==> src/sv/infix_to_postfix_converter_assert.svh <==
// Assertion macros shared by the infix-to-postfix converter modules.
// Depends on nothing; included by the files that carry assertions.
`ifndef INFIX_TO_POSTFIX_CONVERTER_ASSERT_SVH
`define INFIX_TO_POSTFIX_CONVERTER_ASSERT_SVH

// Same-cycle implication, disabled during reset.
`define ITP_ASSERT_NOW(label, clk, rst, ante, cons) \
  label: assert property (@(posedge clk) disable iff (rst) (ante) |-> (cons)) \
    else $error("infix_to_postfix_converter: same-cycle check failed");

// Next-cycle implication, disabled during reset.
`define ITP_ASSERT_NEXT(label, clk, rst, ante, cons) \
  label: assert property (@(posedge clk) disable iff (rst) (ante) |=> (cons)) \
    else $error("infix_to_postfix_converter: next-cycle check failed");

`endif

==> src/sv/itp_pkg.sv <==
// Package for the infix-to-postfix converter: character codes, symbol decode,
// precedence function and the command and status structs. No dependencies.
`timescale 1ns / 1ps

package itp_pkg;

  localparam int STACK_DEPTH = 32;
  localparam int IDX_W       = $clog2(STACK_DEPTH);
  localparam int CNT_W       = $clog2(STACK_DEPTH + 1);

  localparam logic [7:0] CH_NUL   = 8'h00;
  localparam logic [7:0] CH_OPEN  = 8'h28;
  localparam logic [7:0] CH_CLOSE = 8'h29;
  localparam logic [7:0] CH_STAR  = 8'h2A;
  localparam logic [7:0] CH_PLUS  = 8'h2B;
  localparam logic [7:0] CH_MINUS = 8'h2D;
  localparam logic [7:0] CH_DOT   = 8'h2E;
  localparam logic [7:0] CH_SLASH = 8'h2F;
  localparam logic [7:0] CH_PCT   = 8'h25;
  localparam logic [7:0] CH_CARET = 8'h5E;
  localparam logic [7:0] CH_TILDE = 8'h7E;
  localparam logic [7:0] CH_DIG0  = 8'h30;
  localparam logic [7:0] CH_DIG9  = 8'h39;
  localparam logic [7:0] CH_LOW_A = 8'h61;
  localparam logic [7:0] CH_LOW_Z = 8'h7A;
  localparam logic [7:0] CH_FN_S  = 8'h53;
  localparam logic [7:0] CH_FN_C  = 8'h43;
  localparam logic [7:0] CH_FN_T  = 8'h54;
  localparam logic [7:0] CH_FN_O  = 8'h4F;
  localparam logic [7:0] CH_FN_A  = 8'h41;
  localparam logic [7:0] CH_FN_N  = 8'h4E;
  localparam logic [7:0] CH_FN_Q  = 8'h51;
  localparam logic [7:0] CH_FN_L  = 8'h4C;
  localparam logic [7:0] CH_FN_G  = 8'h47;

  typedef logic [2:0] prec_t;
  localparam prec_t PREC_OPEN = 3'd0;
  localparam prec_t PREC_ADD  = 3'd1;
  localparam prec_t PREC_MUL  = 3'd2;
  localparam prec_t PREC_FUNC = 3'd3;
  localparam prec_t PREC_POW  = 3'd4;
  localparam prec_t PREC_NONE = 3'd7;

  typedef enum logic [2:0] {
    CLS_OPERAND,
    CLS_MINUS,
    CLS_OPEN,
    CLS_CLOSE,
    CLS_OPER,
    CLS_OTHER
  } sym_class_t;

  typedef enum logic [1:0] {
    SRC_NONE,
    SRC_MINUS,
    SRC_ITEM,
    SRC_TOP
  } sym_src_t;

  typedef struct packed {
    logic     load;
    logic     gen;
    logic     lead;
    logic     has;
    sym_src_t src;
    logic     trail;
    logic     pop;
    logic     push;
    logic     clr_first;
    logic     set_fault;
    logic     finish;
  } itp_cmd_t;

  typedef struct packed {
    sym_class_t cls;
    logic       empty;
    logic       top_open;
    logic       pop_ok;
    logic       first;
    logic       last;
    logic       can_gen;
    logic       out_free;
    logic       flush_due;
    logic       pend_valid;
  } itp_sts_t;

  function automatic sym_class_t classify(input logic [7:0] c);
    sym_class_t r;
    unique case (c) inside
      CH_TILDE:                             r = CLS_MINUS;
      CH_DOT, [CH_DIG0:CH_DIG9], [CH_LOW_A:CH_LOW_Z]: r = CLS_OPERAND;
      CH_OPEN:                              r = CLS_OPEN;
      CH_CLOSE:                             r = CLS_CLOSE;
      CH_PLUS, CH_MINUS, CH_STAR, CH_SLASH, CH_PCT, CH_CARET,
      CH_FN_S, CH_FN_C, CH_FN_T, CH_FN_O, CH_FN_A,
      CH_FN_N, CH_FN_Q, CH_FN_L, CH_FN_G:   r = CLS_OPER;
      default:                              r = CLS_OTHER;
    endcase
    return r;
  endfunction

  function automatic prec_t prec_of(input logic [7:0] c);
    prec_t r;
    unique case (c) inside
      CH_OPEN:                              r = PREC_OPEN;
      CH_PLUS, CH_MINUS:                    r = PREC_ADD;
      CH_STAR, CH_SLASH, CH_PCT:            r = PREC_MUL;
      CH_FN_S, CH_FN_C, CH_FN_T, CH_FN_O, CH_FN_A,
      CH_FN_N, CH_FN_Q, CH_FN_L, CH_FN_G:   r = PREC_FUNC;
      CH_CARET:                             r = PREC_POW;
      default:                              r = PREC_NONE;
    endcase
    return r;
  endfunction

endpackage

==> src/sv/itp_datapath.sv <==
// Datapath of the infix-to-postfix converter: item registers, operator stack,
// pending result and output register. Depends on itp_pkg and the assert macros.
`timescale 1ns / 1ps
`include "infix_to_postfix_converter_assert.svh"

module itp_datapath (
  input  logic             clk,
  input  logic             rst,
  input  logic [7:0]       symbol,
  input  logic             last,
  input  itp_pkg::itp_cmd_t cmd,
  output itp_pkg::itp_sts_t sts,
  output logic             out_valid,
  input  logic             out_stall,
  output logic             lead_space,
  output logic             has_symbol,
  output logic [7:0]       symbol_res,
  output logic             trail_space,
  output logic             run_end,
  output logic             expr_end,
  output logic             error
);

  logic [7:0]                 sym_r;
  logic                       last_r;
  logic                       fault;
  logic                       first;
  logic [7:0]                 stack [itp_pkg::STACK_DEPTH];
  logic [itp_pkg::CNT_W-1:0]  count;
  logic                       pend_valid;
  logic                       pend_lead;
  logic                       pend_has;
  logic [7:0]                 pend_sym;
  logic                       pend_trail;

  logic [itp_pkg::IDX_W-1:0]  top_idx;
  logic [7:0]                 top_sym;
  logic                       empty;
  logic                       full;
  logic                       out_free;
  logic [7:0]                 gen_sym;

  assign top_idx  = itp_pkg::IDX_W'(count - itp_pkg::CNT_W'(1));
  assign top_sym  = stack[top_idx];
  assign empty    = (count == '0);
  assign full     = (count == itp_pkg::CNT_W'(itp_pkg::STACK_DEPTH));
  assign out_free = !out_valid || !out_stall;

  always_comb begin
    case (cmd.src)
      itp_pkg::SRC_MINUS: gen_sym = itp_pkg::CH_MINUS;
      itp_pkg::SRC_ITEM:  gen_sym = sym_r;
      itp_pkg::SRC_TOP:   gen_sym = top_sym;
      default:            gen_sym = itp_pkg::CH_NUL;
    endcase
  end

  always_comb begin
    sts.cls        = itp_pkg::classify(sym_r);
    sts.empty      = empty;
    sts.top_open   = (top_sym == itp_pkg::CH_OPEN);
    sts.pop_ok     = !empty && (itp_pkg::prec_of(sym_r) <= itp_pkg::prec_of(top_sym));
    sts.first      = first;
    sts.last       = last_r;
    sts.can_gen    = !pend_valid || out_free;
    sts.out_free   = out_free;
    sts.flush_due  = pend_valid || last_r || fault;
    sts.pend_valid = pend_valid;
  end

  // Item registers and stack storage carry no reset.
  always_ff @(posedge clk) begin
    if (cmd.load) begin
      sym_r  <= symbol;
      last_r <= last;
    end
    if (cmd.push && !full) begin
      stack[count[itp_pkg::IDX_W-1:0]] <= sym_r;
    end
    if (cmd.gen) begin
      pend_lead  <= cmd.lead;
      pend_has   <= cmd.has;
      pend_sym   <= gen_sym;
      pend_trail <= cmd.trail;
    end
    if (cmd.gen && pend_valid) begin
      lead_space  <= pend_lead;
      has_symbol  <= pend_has;
      symbol_res  <= pend_sym;
      trail_space <= pend_trail;
      run_end     <= 1'b0;
      expr_end    <= 1'b0;
      error       <= 1'b0;
    end else if (cmd.finish && (pend_valid || last_r || fault)) begin
      lead_space  <= pend_valid && pend_lead;
      has_symbol  <= pend_valid && pend_has;
      symbol_res  <= pend_valid ? pend_sym : itp_pkg::CH_NUL;
      trail_space <= pend_valid && pend_trail;
      run_end     <= 1'b1;
      expr_end    <= last_r;
      error       <= fault;
    end
  end

  always_ff @(posedge clk) begin
    if (rst) begin
      fault      <= 1'b0;
      first      <= 1'b0;
      count      <= '0;
      pend_valid <= 1'b0;
      out_valid  <= 1'b0;
    end else begin
      if (cmd.load) begin
        fault <= 1'b0;
        first <= 1'b1;
      end
      if (cmd.set_fault || (cmd.push && full)) begin
        fault <= 1'b1;
      end
      if (cmd.clr_first) begin
        first <= 1'b0;
      end
      if (cmd.push && !full) begin
        count <= count + itp_pkg::CNT_W'(1);
      end else if (cmd.pop) begin
        count <= count - itp_pkg::CNT_W'(1);
      end
      if (cmd.gen) begin
        pend_valid <= 1'b1;
      end else if (cmd.finish) begin
        pend_valid <= 1'b0;
      end
      if ((cmd.gen && pend_valid) || (cmd.finish && (pend_valid || last_r || fault))) begin
        out_valid <= 1'b1;
      end else if (out_free) begin
        out_valid <= 1'b0;
      end
    end
  end

  `ITP_ASSERT_NOW(a_pop_nonempty, clk, rst, cmd.pop, count != '0)
  `ITP_ASSERT_NOW(a_count_bound, clk, rst, 1'b1, count <= itp_pkg::CNT_W'(itp_pkg::STACK_DEPTH))
  `ITP_ASSERT_NEXT(a_flush_marks_end, clk, rst, cmd.finish && pend_valid, out_valid && run_end && !pend_valid)

endmodule

==> src/sv/itp_ctrl.sv <==
// Controller of the infix-to-postfix converter: sequences decode, pop runs,
// drain and the final flush. Depends on itp_pkg and the assert macros.
`timescale 1ns / 1ps
`include "infix_to_postfix_converter_assert.svh"

module itp_ctrl (
  input  logic              clk,
  input  logic              rst,
  input  logic              in_valid,
  output logic              in_stall,
  input  itp_pkg::itp_sts_t sts,
  output itp_pkg::itp_cmd_t cmd
);

  typedef enum logic [2:0] {
    ST_IDLE,
    ST_DECODE,
    ST_CLOSE,
    ST_OPPOP,
    ST_DRAIN,
    ST_FINISH
  } state_t;

  state_t state;
  state_t state_next;
  state_t after_item;

  assign in_stall   = (state != ST_IDLE);
  assign after_item = sts.last ? ST_DRAIN : ST_FINISH;

  always_comb begin
    cmd        = '0;
    cmd.src    = itp_pkg::SRC_NONE;
    state_next = state;
    unique case (state)
      ST_IDLE: begin
        if (in_valid) begin
          cmd.load   = 1'b1;
          state_next = ST_DECODE;
        end
      end
      ST_DECODE: begin
        unique case (sts.cls) inside
          itp_pkg::CLS_MINUS, itp_pkg::CLS_OPERAND: begin
            if (sts.can_gen) begin
              cmd.gen    = 1'b1;
              cmd.has    = 1'b1;
              cmd.src    = (sts.cls == itp_pkg::CLS_MINUS) ? itp_pkg::SRC_MINUS
                                                           : itp_pkg::SRC_ITEM;
              state_next = after_item;
            end
          end
          itp_pkg::CLS_OPEN: begin
            cmd.push   = 1'b1;
            state_next = after_item;
          end
          itp_pkg::CLS_CLOSE: state_next = ST_CLOSE;
          itp_pkg::CLS_OPER:  state_next = ST_OPPOP;
          default:            state_next = after_item;
        endcase
      end
      ST_CLOSE: begin
        if (!sts.empty && !sts.top_open) begin
          if (sts.can_gen) begin
            cmd.gen   = 1'b1;
            cmd.lead  = 1'b1;
            cmd.has   = 1'b1;
            cmd.src   = itp_pkg::SRC_TOP;
            cmd.trail = 1'b1;
            cmd.pop   = 1'b1;
          end
        end else if (!sts.empty) begin
          // Matching open bracket: dropped without a result.
          cmd.pop    = 1'b1;
          state_next = after_item;
        end else if (sts.can_gen) begin
          // Stray close bracket: an empty result that carries the fault.
          cmd.gen       = 1'b1;
          cmd.set_fault = 1'b1;
          state_next    = after_item;
        end
      end
      ST_OPPOP: begin
        if (sts.pop_ok) begin
          if (sts.can_gen) begin
            cmd.gen       = 1'b1;
            cmd.lead      = sts.first;
            cmd.has       = 1'b1;
            cmd.src       = itp_pkg::SRC_TOP;
            cmd.trail     = 1'b1;
            cmd.pop       = 1'b1;
            cmd.clr_first = 1'b1;
          end
        end else if (sts.first) begin
          // Nothing was popped, so a spacer goes out before the push.
          if (sts.can_gen) begin
            cmd.gen    = 1'b1;
            cmd.lead   = 1'b1;
            cmd.push   = 1'b1;
            state_next = after_item;
          end
        end else begin
          cmd.push   = 1'b1;
          state_next = after_item;
        end
      end
      ST_DRAIN: begin
        if (!sts.empty) begin
          if (sts.can_gen) begin
            cmd.gen  = 1'b1;
            cmd.lead = 1'b1;
            cmd.has  = 1'b1;
            cmd.src  = itp_pkg::SRC_TOP;
            cmd.pop  = 1'b1;
          end
        end else begin
          state_next = ST_FINISH;
        end
      end
      ST_FINISH: begin
        if (!sts.flush_due || sts.out_free) begin
          cmd.finish = 1'b1;
          state_next = ST_IDLE;
        end
      end
      default: state_next = ST_IDLE;
    endcase
  end

  always_ff @(posedge clk) begin
    if (rst) begin
      state <= ST_IDLE;
    end else begin
      state <= state_next;
    end
  end

  `ITP_ASSERT_NOW(a_idle_no_pending, clk, rst, state == ST_IDLE, !sts.pend_valid)
  `ITP_ASSERT_NOW(a_no_push_and_pop, clk, rst, cmd.push, !cmd.pop)
  `ITP_ASSERT_NOW(a_gen_has_room, clk, rst, cmd.gen, sts.can_gen)

endmodule

==> src/sv/infix_to_postfix_converter.sv <==
// Infix-to-postfix converter (shunting yard), one coded symbol per transaction.
// Each symbol is loaded while idle and then decoded; an operator or close bracket then runs
// its pops, a final symbol drains the stack, and the finish step flushes the last result.
// A new symbol is taken only once the previous one is finished. The pop runs take
// one stack entry per cycle while the output does not stall.
// Reset (rst, synchronous, active high) empties the stack and clears all valid state.
`timescale 1ns / 1ps

// The design is split into a controller state machine (itp_ctrl) and a datapath
// (itp_datapath), joined only by a command struct and a status struct.
//
// The datapath keeps the accepted symbol, the operator stack (a register array
// indexed by the entry count), one pending result and the output register. Each
// generated result first lands in the pending register; it moves to the output
// when the next result is generated or when the symbol's work is finished. This
// lets the last result of a symbol carry run_end, expr_end and error without any
// lookahead into the stack.
//
// The input side takes a new transaction only while the controller is idle. The
// output register lets a finished result wait on out_stall while the controller
// keeps working on the pending one.
module infix_to_postfix_converter (
  input  logic       clk,
  input  logic       rst,
  input  logic       in_valid,
  output logic       in_stall,
  input  logic [7:0] symbol,
  input  logic       last,
  output logic       out_valid,
  input  logic       out_stall,
  output logic       lead_space,
  output logic       has_symbol,
  output logic [7:0] symbol_res,
  output logic       trail_space,
  output logic       run_end,
  output logic       expr_end,
  output logic       error
);

  itp_pkg::itp_cmd_t cmd;
  itp_pkg::itp_sts_t sts;

  // Sequencing: decode, close-bracket pops, operator pops, drain and flush.
  itp_ctrl u_ctrl (
    .clk      (clk),
    .rst      (rst),
    .in_valid (in_valid),
    .in_stall (in_stall),
    .sts      (sts),
    .cmd      (cmd)
  );

  // Storage and result formatting.
  itp_datapath u_datapath (
    .clk         (clk),
    .rst         (rst),
    .symbol      (symbol),
    .last        (last),
    .cmd         (cmd),
    .sts         (sts),
    .out_valid   (out_valid),
    .out_stall   (out_stall),
    .lead_space  (lead_space),
    .has_symbol  (has_symbol),
    .symbol_res  (symbol_res),
    .trail_space (trail_space),
    .run_end     (run_end),
    .expr_end    (expr_end),
    .error       (error)
  );

endmodule
==> config.mk <==
export PLATFORM = sky130hd
export DESIGN_NAME = infix_to_postfix_converter
export DESIGN_NICKNAME = d
export VERILOG_FILES = /design/src/sv/itp_pkg.sv /design/src/sv/itp_datapath.sv /design/src/sv/itp_ctrl.sv /design/src/sv/infix_to_postfix_converter.sv
export VERILOG_INCLUDE_DIRS = /design/src /design/src/sv
export SDC_FILE = /design/constraint.sdc
export NUM_CORES = 1
export LEC_CHECK = 0
export ABC_CLOCK_PERIOD_IN_PS = 6900
export BUFFER_PORTS_ARGS = -buffer_cell sky130_fd_sc_hd__buf_2
export CAP_MARGIN = 25
export CORE_MARGIN = 2
export CORE_UTILIZATION = 56
export DETAILED_ROUTE_END_ITERATION = 10
export PLACE_DENSITY = 0.72
export SYNTH_ARGS = -nofsm -noshare
export SYNTH_HDL_FRONTEND = slang
export SYNTH_SLANG_ARGS = --single-unit
==> constraint.sdc <==
create_clock -name clk -period 6.9 [get_ports clk]
set_clock_uncertainty 0.15 [all_clocks]
set_input_delay 0.69 -clock clk [delete_from_list [all_inputs] [get_ports clk]]
set_output_delay 0.69 -clock clk [all_outputs]
set_load 0.01 [all_outputs]
Yosys cells after proc, flatten, opt, wreduce, memory -nomap -nowiden
Memory sizes are Yosys's and may differ from the RTL's.
Cells that the tools add are included.
- logic and storage cells: 195
- input port bits: 13
- memories kept: 1
- output and inout bits: 16
- bits in writable memories: 256
- bits in registers: 47
- order comparisons: 5
- reduce and logical (&&, ||, !) cells: 45
- add/subtract/negate cells: 2
- muxes and demuxes: 70
- equal/unequal tests: 53
- memories (memory ; depth ; bits a word ; read ports ; clocked after Yosys merged registers in ; wr ports ; line ; text):
    u_datapath.stack ; 32 ; 8 ; 1 ; 0 ; 1 ; itp_datapath.sv:28 ; logic [7:0] stack [itp_pkg::STACK_DEPTH];
- operator list (kind ; number):
    8-bit by 7-bit == test with 1-bit output, second input constant ; 21
    8-bit by 6-bit == test with 1-bit output, second input constant ; 14
    3-bit case mux with 5 select lines ; 3
    1-bit two-way mux ; 33
    3-bit two-way mux ; 10
    8-bit two-way mux ; 3
    8-bit case mux with 3 select lines ; 1
    5-bit two-way mux ; 4
    3-bit case mux with 6 select lines ; 1
    9-bit OR reduction ; 2
    15-bit OR reduction ; 1
    7-bit two-way mux ; 2
    3-bit by 2-bit == test with 1-bit output, second input constant ; 4
    6-bit two-way mux ; 2
    3-bit case mux with 4 select lines ; 1
    1-bit logical AND ; 11
    2-bit nonzero test ; 5
    3-bit == test, second input constant ; 3
    3-bit case mux with 3 select lines ; 1
    3-bit OR reduction ; 3
    8-bit by 6-bit >= comparator with 1-bit output, second input constant ; 1
    8-bit by 7-bit >= comparator with 1-bit output, second input constant ; 1
    8-bit by 6-bit <= comparator with 1-bit output, second input constant ; 1
    8-bit by 7-bit <= comparator with 1-bit output, second input constant ; 1
    20 further kinds ; 46

Depth between registers and ports, before layout
An unclocked memory read counts as a cell.
- word-level depth: 12
- depth in mapped cells: 27
- mapped depth without buffers: 20

Modules after synthesis
From an unflattened synthesis, not the netlist that was laid out.
- cell total of the unflattened synthesis: 890
- area total of the unflattened synthesis: 13417.9 sq um
- by module, submodules not included (module ; sequential area each (sq um) ; area an instance (sq um) ; instances ; cells each):
    itp_datapath ; 8878.5 ; 12809.8 ; 1 ; 809
    itp_ctrl ; 60.1 ; 608.1 ; 1 ; 81

Least setup slack after synthesis
No wires, ideal clock.
- path kind: reg2reg
- start point: register u_datapath.count[0] (netlist bit)
- end point: memory u_datapath.stack[13][0], enable pin
- cell stages (with the launch flop): 27
- period minus slack after synthesis: 6.144 ns
- slack: 0.756 ns
- data arrival time: 5.611 ns
- data required time: 6.367 ns
- path buffers: 8
- cells stage by stage: dfxtp_1 buf_6 buf_12 buf_2 inv_1 ha_1 buf_2 buf_2 buf_2 mux4_2 mux2i_1 o21ai_0 nand4_1 buf_2 nor2_1 or4b_2 o21ai_0 a21oi_1 ha_1 nor2b_1 o21ai_0 a32oi_1 o211a_1 o211a_1 clkbuf_1 nand2_1 nor3_1
- longest elaborated chain between the ends: 12
- elaborated cells on any way between the ends: 33
- classes of those cells: add/sub: 1; order compare: 1; eq/ne: 17; mux: 5; reduce/logical: 8; memory: 1
- RTL lines (element ; line ; text):
    start, declared ; itp_datapath.sv:29 ; logic [itp_pkg::CNT_W-1:0] count;
    start signal, assigned ; itp_datapath.sv:124 ; count <= count + itp_pkg::CNT_W'(1);
    start signal, assigned ; itp_datapath.sv:126 ; count <= count - itp_pkg::CNT_W'(1);
    6-bit by 1-bit subtractor with 6-bit output ; - ;
    memory read 32 x 8 bit ; - ;
    8-bit by 7-bit == test with 1-bit output / 8-bit by 6-bit == test with 1-bit output (equally long branches) ; itp_datapath.sv:62 ; sts.pop_ok = !empty && (itp_pkg::prec_of(sym_r) <= itp_pkg::prec_of(top_sym));
    9-bit OR reduction (tied with other cells) ; itp_pkg.sv:104 ; unique case (c) inside
    3-bit case mux with 5 select lines ; itp_pkg.sv:104 ;
    3-bit <= comparator ; itp_datapath.sv:62 ;
    1-bit logical AND ; itp_datapath.sv:62 ;
    1-bit two-way mux ; itp_ctrl.sv:84 ; if (sts.pop_ok) begin
    1-bit case mux with 2 select lines ; itp_ctrl.sv:35 ; unique case (state)
    1-bit logical AND ; itp_datapath.sv:77 ; if (cmd.push && !full) begin
    1-bit two-way mux ; itp_datapath.sv:77 ;
    1-bit two-way mux (implied by the code) ; itp_datapath.sv:78 ; stack[count[itp_pkg::IDX_W-1:0]] <= sym_r;
    end, declared ; itp_datapath.sv:28 ;
Parallel ways exist; a longest one is shown, timed or not.

Worst setup path in the final report
- start point: register u_datapath.count[1] (netlist bit)
- end point: memory u_datapath.stack[14][2], enable pin
The elaborated chain is that of the path after synthesis.

==> impl_metrics.toml <==
[clocking]
cts_tree = "done"
numCtsBuffers = 31
cts.sinks = 303
htreeDepth = 1
post_cts.repair.setup_buffers = 0
clockBufferDepth = 3
insertion_delay_ps = 570
root_buffer = "clkbuf_16"
clkTransAtPathRegs_ps = 60
ctsHoldBuffers = 0
post_cts_resized = 0

[routing]
vias = 7667
antenna_left = 0
post-route-drc-count = 0
viasPerCell = 6.30
highest-signal-layer = "met4"
finalWirelength_um = 29000
dr.pass1.iters = 5
m1WireLength_um = 12000
route.met2.wl_um = 14100
wl_per_cell_um = 23.8
wl_met3_um = 2200
first_iter_violations = 914

[yosys]
yosysWarningCount = 0
synthCells = 815
synth_area_sq_um = 13200
mappedNetlistNets = 836
yosys.area.top_type_share_pct = 65.4
async_flop_share_pct = 0
ys_seq_area_share_pct = 67.8
yosys_register_bits = 303
avgSynthCellArea_sq_um = 16.2
ys.flop_type = "edfxtp_1"
synth_edf_count = 287
synth_cell_type_count = 75
synth_area_leader_cell = "edfxtp_1"
synth.area.top_cells = "edfxtp_1 65%, mux4_2 11%, dfxtp_1 2.4%"

[grt]
grt_max_degree = 78
grt_pass1_wl_um = 44700
grt_usage_pct = 24.0
grt_antenna_before_repair = 0
grt_remaining_overflow = 0
grt_pass1_vias = 7472

[layout]
utilization_pct = 64.4
num-fill-cells = 1653
antenna_cells = 0
drive_above_1_share_pct = 23.5
areaGrowthSynthToFinish_pct = 13.6
nets = 896

[timing]
final.min_clock_period_ps = 6420
drv_slew = 0
setup_violations = 0
fin_crit_sh_pct = 93.1
relSlewSlack_pct = 35.7
rsz0062_at_grt = "false"
tightest_slew_ps = 965
fmax_mhz = 156
hold_viol_final = 0
tns_ps = 0

[die]
start_util_pct = 56.7
die_x_um = 157
die_area_sq_um = 24800
core-area_sq_um = 23300
num_rows = 56
die_h_um = 157
io_pins = 29

[pwr]
powerDensity_nw_per_um2 = 406
worst_ir_drop_vdd_mv = 0.322
power_leakage_nw = 5.04
total_power_mw = 6.08

[flow_run]
drv_cap = 0

[worst_setup_path]
cp_max_fo = 35
cp_common_cell = "o21ai_0"
cp_data_arrival_time_ps = 6540
slowest_stage = "ha_2"
cp_top_family = "simple AND/OR/NAND/NOR gates"
critPathBufInv = 3
slowest_delay_ps = 930
path_class = "flip-flop to flip-flop"
crit_path_end_kind = "flip-flop"
startpoint_type = "flip-flop"
cp_data_required_time_ps = 7020
crit_chain = "inv_1 > ha_2 > buf_12 > mux4_2 > mux2i_1 > o21ai_0 > nand4_1 > nor2_1 > or4b_2 > o21ai_0 > a21oi_1 > ha_1 > nor2b_1 > o21ai_0 > a32oi_1 > o211a_1 > o211a_1 > nand2_1 > nor3_1 > buf_4"

[place]
dp_hpwl_um = 18600
port_buffers = 28
gp_congestion = 1.06

[run_status]
outcome = "finished, final reports clean"

[worst_hold_path]
hp-class = "input port to flip-flop"
==> per-layer routing <==
| metal | up-vias | GRT usage (%) |
|---|---|---|
| met5 | - | 0 |
| met4 | 0 | 4.94 |
| met3 | 54 | 3.41 |
| met2 | 346 | 38.7 |
| met1 | 3898 | 35.5 |
| li1 | 3369 | - |
==> layout make-up <==
type | instances | area (sq um) | share of cell area, %
sequential | 303 | 8940 | 59.7
clock buffer | 33 | 783 | 5.23
timing repair buffer | 74 | 510 | 3.41
tap | 319 | 399 | 2.66
clock inverter | 23 | 368 | 2.46
multi-input combinational | 452 | 3930 | 26.2
inverter | 13 | 48.8 | 0.326
==> Yosys cell counts (4+ instances only) <==
library cell,n
nand4_1,7
buf_4,5
a21oi_1,20
clkbuf_1,22
inv_1,13
xnor2_1,4
o22ai_1,5
ha_1,8
buf_6,6
and2_1,11
o21a_1,5
nand2_1,49
nor3_1,14
dfxtp_1,16
mux2_2,4
nor3b_1,4
nand2b_1,8
mux2i_1,26
a311oi_1,4
nand3_1,18
nand3b_1,7
mux4_2,62
nor2_1,56
nor2b_1,11
buf_2,9
edfxtp_1,287
and3b_1,4
or3_1,7
a31oi_1,9
o21ai_0,40
==> cell usage in the layout, fill, tap and decap left out, types with 18 or more instances in the layout <==
cell type	instances
mux4_2	62
clkbuf_16	31
nor2_1	56
mux2i_1	26
o21ai_0	40
a21oi_1	20
buf_4	44
nand3_1	18
buf_2	28
edfxtp_1	287
nand2_1	49
==> worst paths after layout <==
| path | start | to | slack, ps | cells past startpoint |
|---|---|---|---|---|
| setup / recovery | u_datapath.count[1] | u_datapath.stack[14][2] | 480 | 20 |
| hold / removal | last | u_datapath.last_r | 150 | 1 |
| setup reg to reg | u_datapath.count[1] | u_datapath.stack[14][2] | 480 | 20 |
| hold reg to reg | u_datapath.expr_end | u_datapath.expr_end | 340 | 2 |
==> registers in the layout, summed over array words and instances (netlist names), 3 cells and up <==
name / cells
u_datapath.pend_sym: 8
u_datapath.stack: 256
u_datapath.symbol_res: 8
u_datapath.sym_r: 8
u_ctrl.state: 3
u_datapath.count: 6
==> per-stage QoR <==
step	cell area (sq um)	hold WS, ps	cells	setup slack, ps
after floorplan	13200	342	815	756
after global placement	13800	317	1161	725
after detailed placement	13800	328	1161	619
after CTS	15000	139	1217	600
after global routing	15000	138	1217	129
final	15000	146	1217	476
==> report_power, final <==
group / total (mW) / internal, mW / switching [mW] / leakage (nW)
clock network: 1.85 / 1.16 / 0.690 / 0.549
logic: 1.95 / 0.769 / 1.18 / 1.77
registers: 2.28 / 2.17 / 0.109 / 2.72
==> cell families (layout without fill, tap and decap cells) <==
family	after synthesis	after routing	synth area share, %
buffers and inverters	60	143	2.52
multiplexers	94	94	13.3
adder cells (fa/ha/maj)	8	8	0.759
AO/OA/AOI/OAI	126	126	6.54
XOR/XNOR	6	6	0.455
AND/OR/NAND/NOR	218	218	8.64
flip-flops	303	303	67.8
No activity file was read; power rests on OpenSTA's default activity.
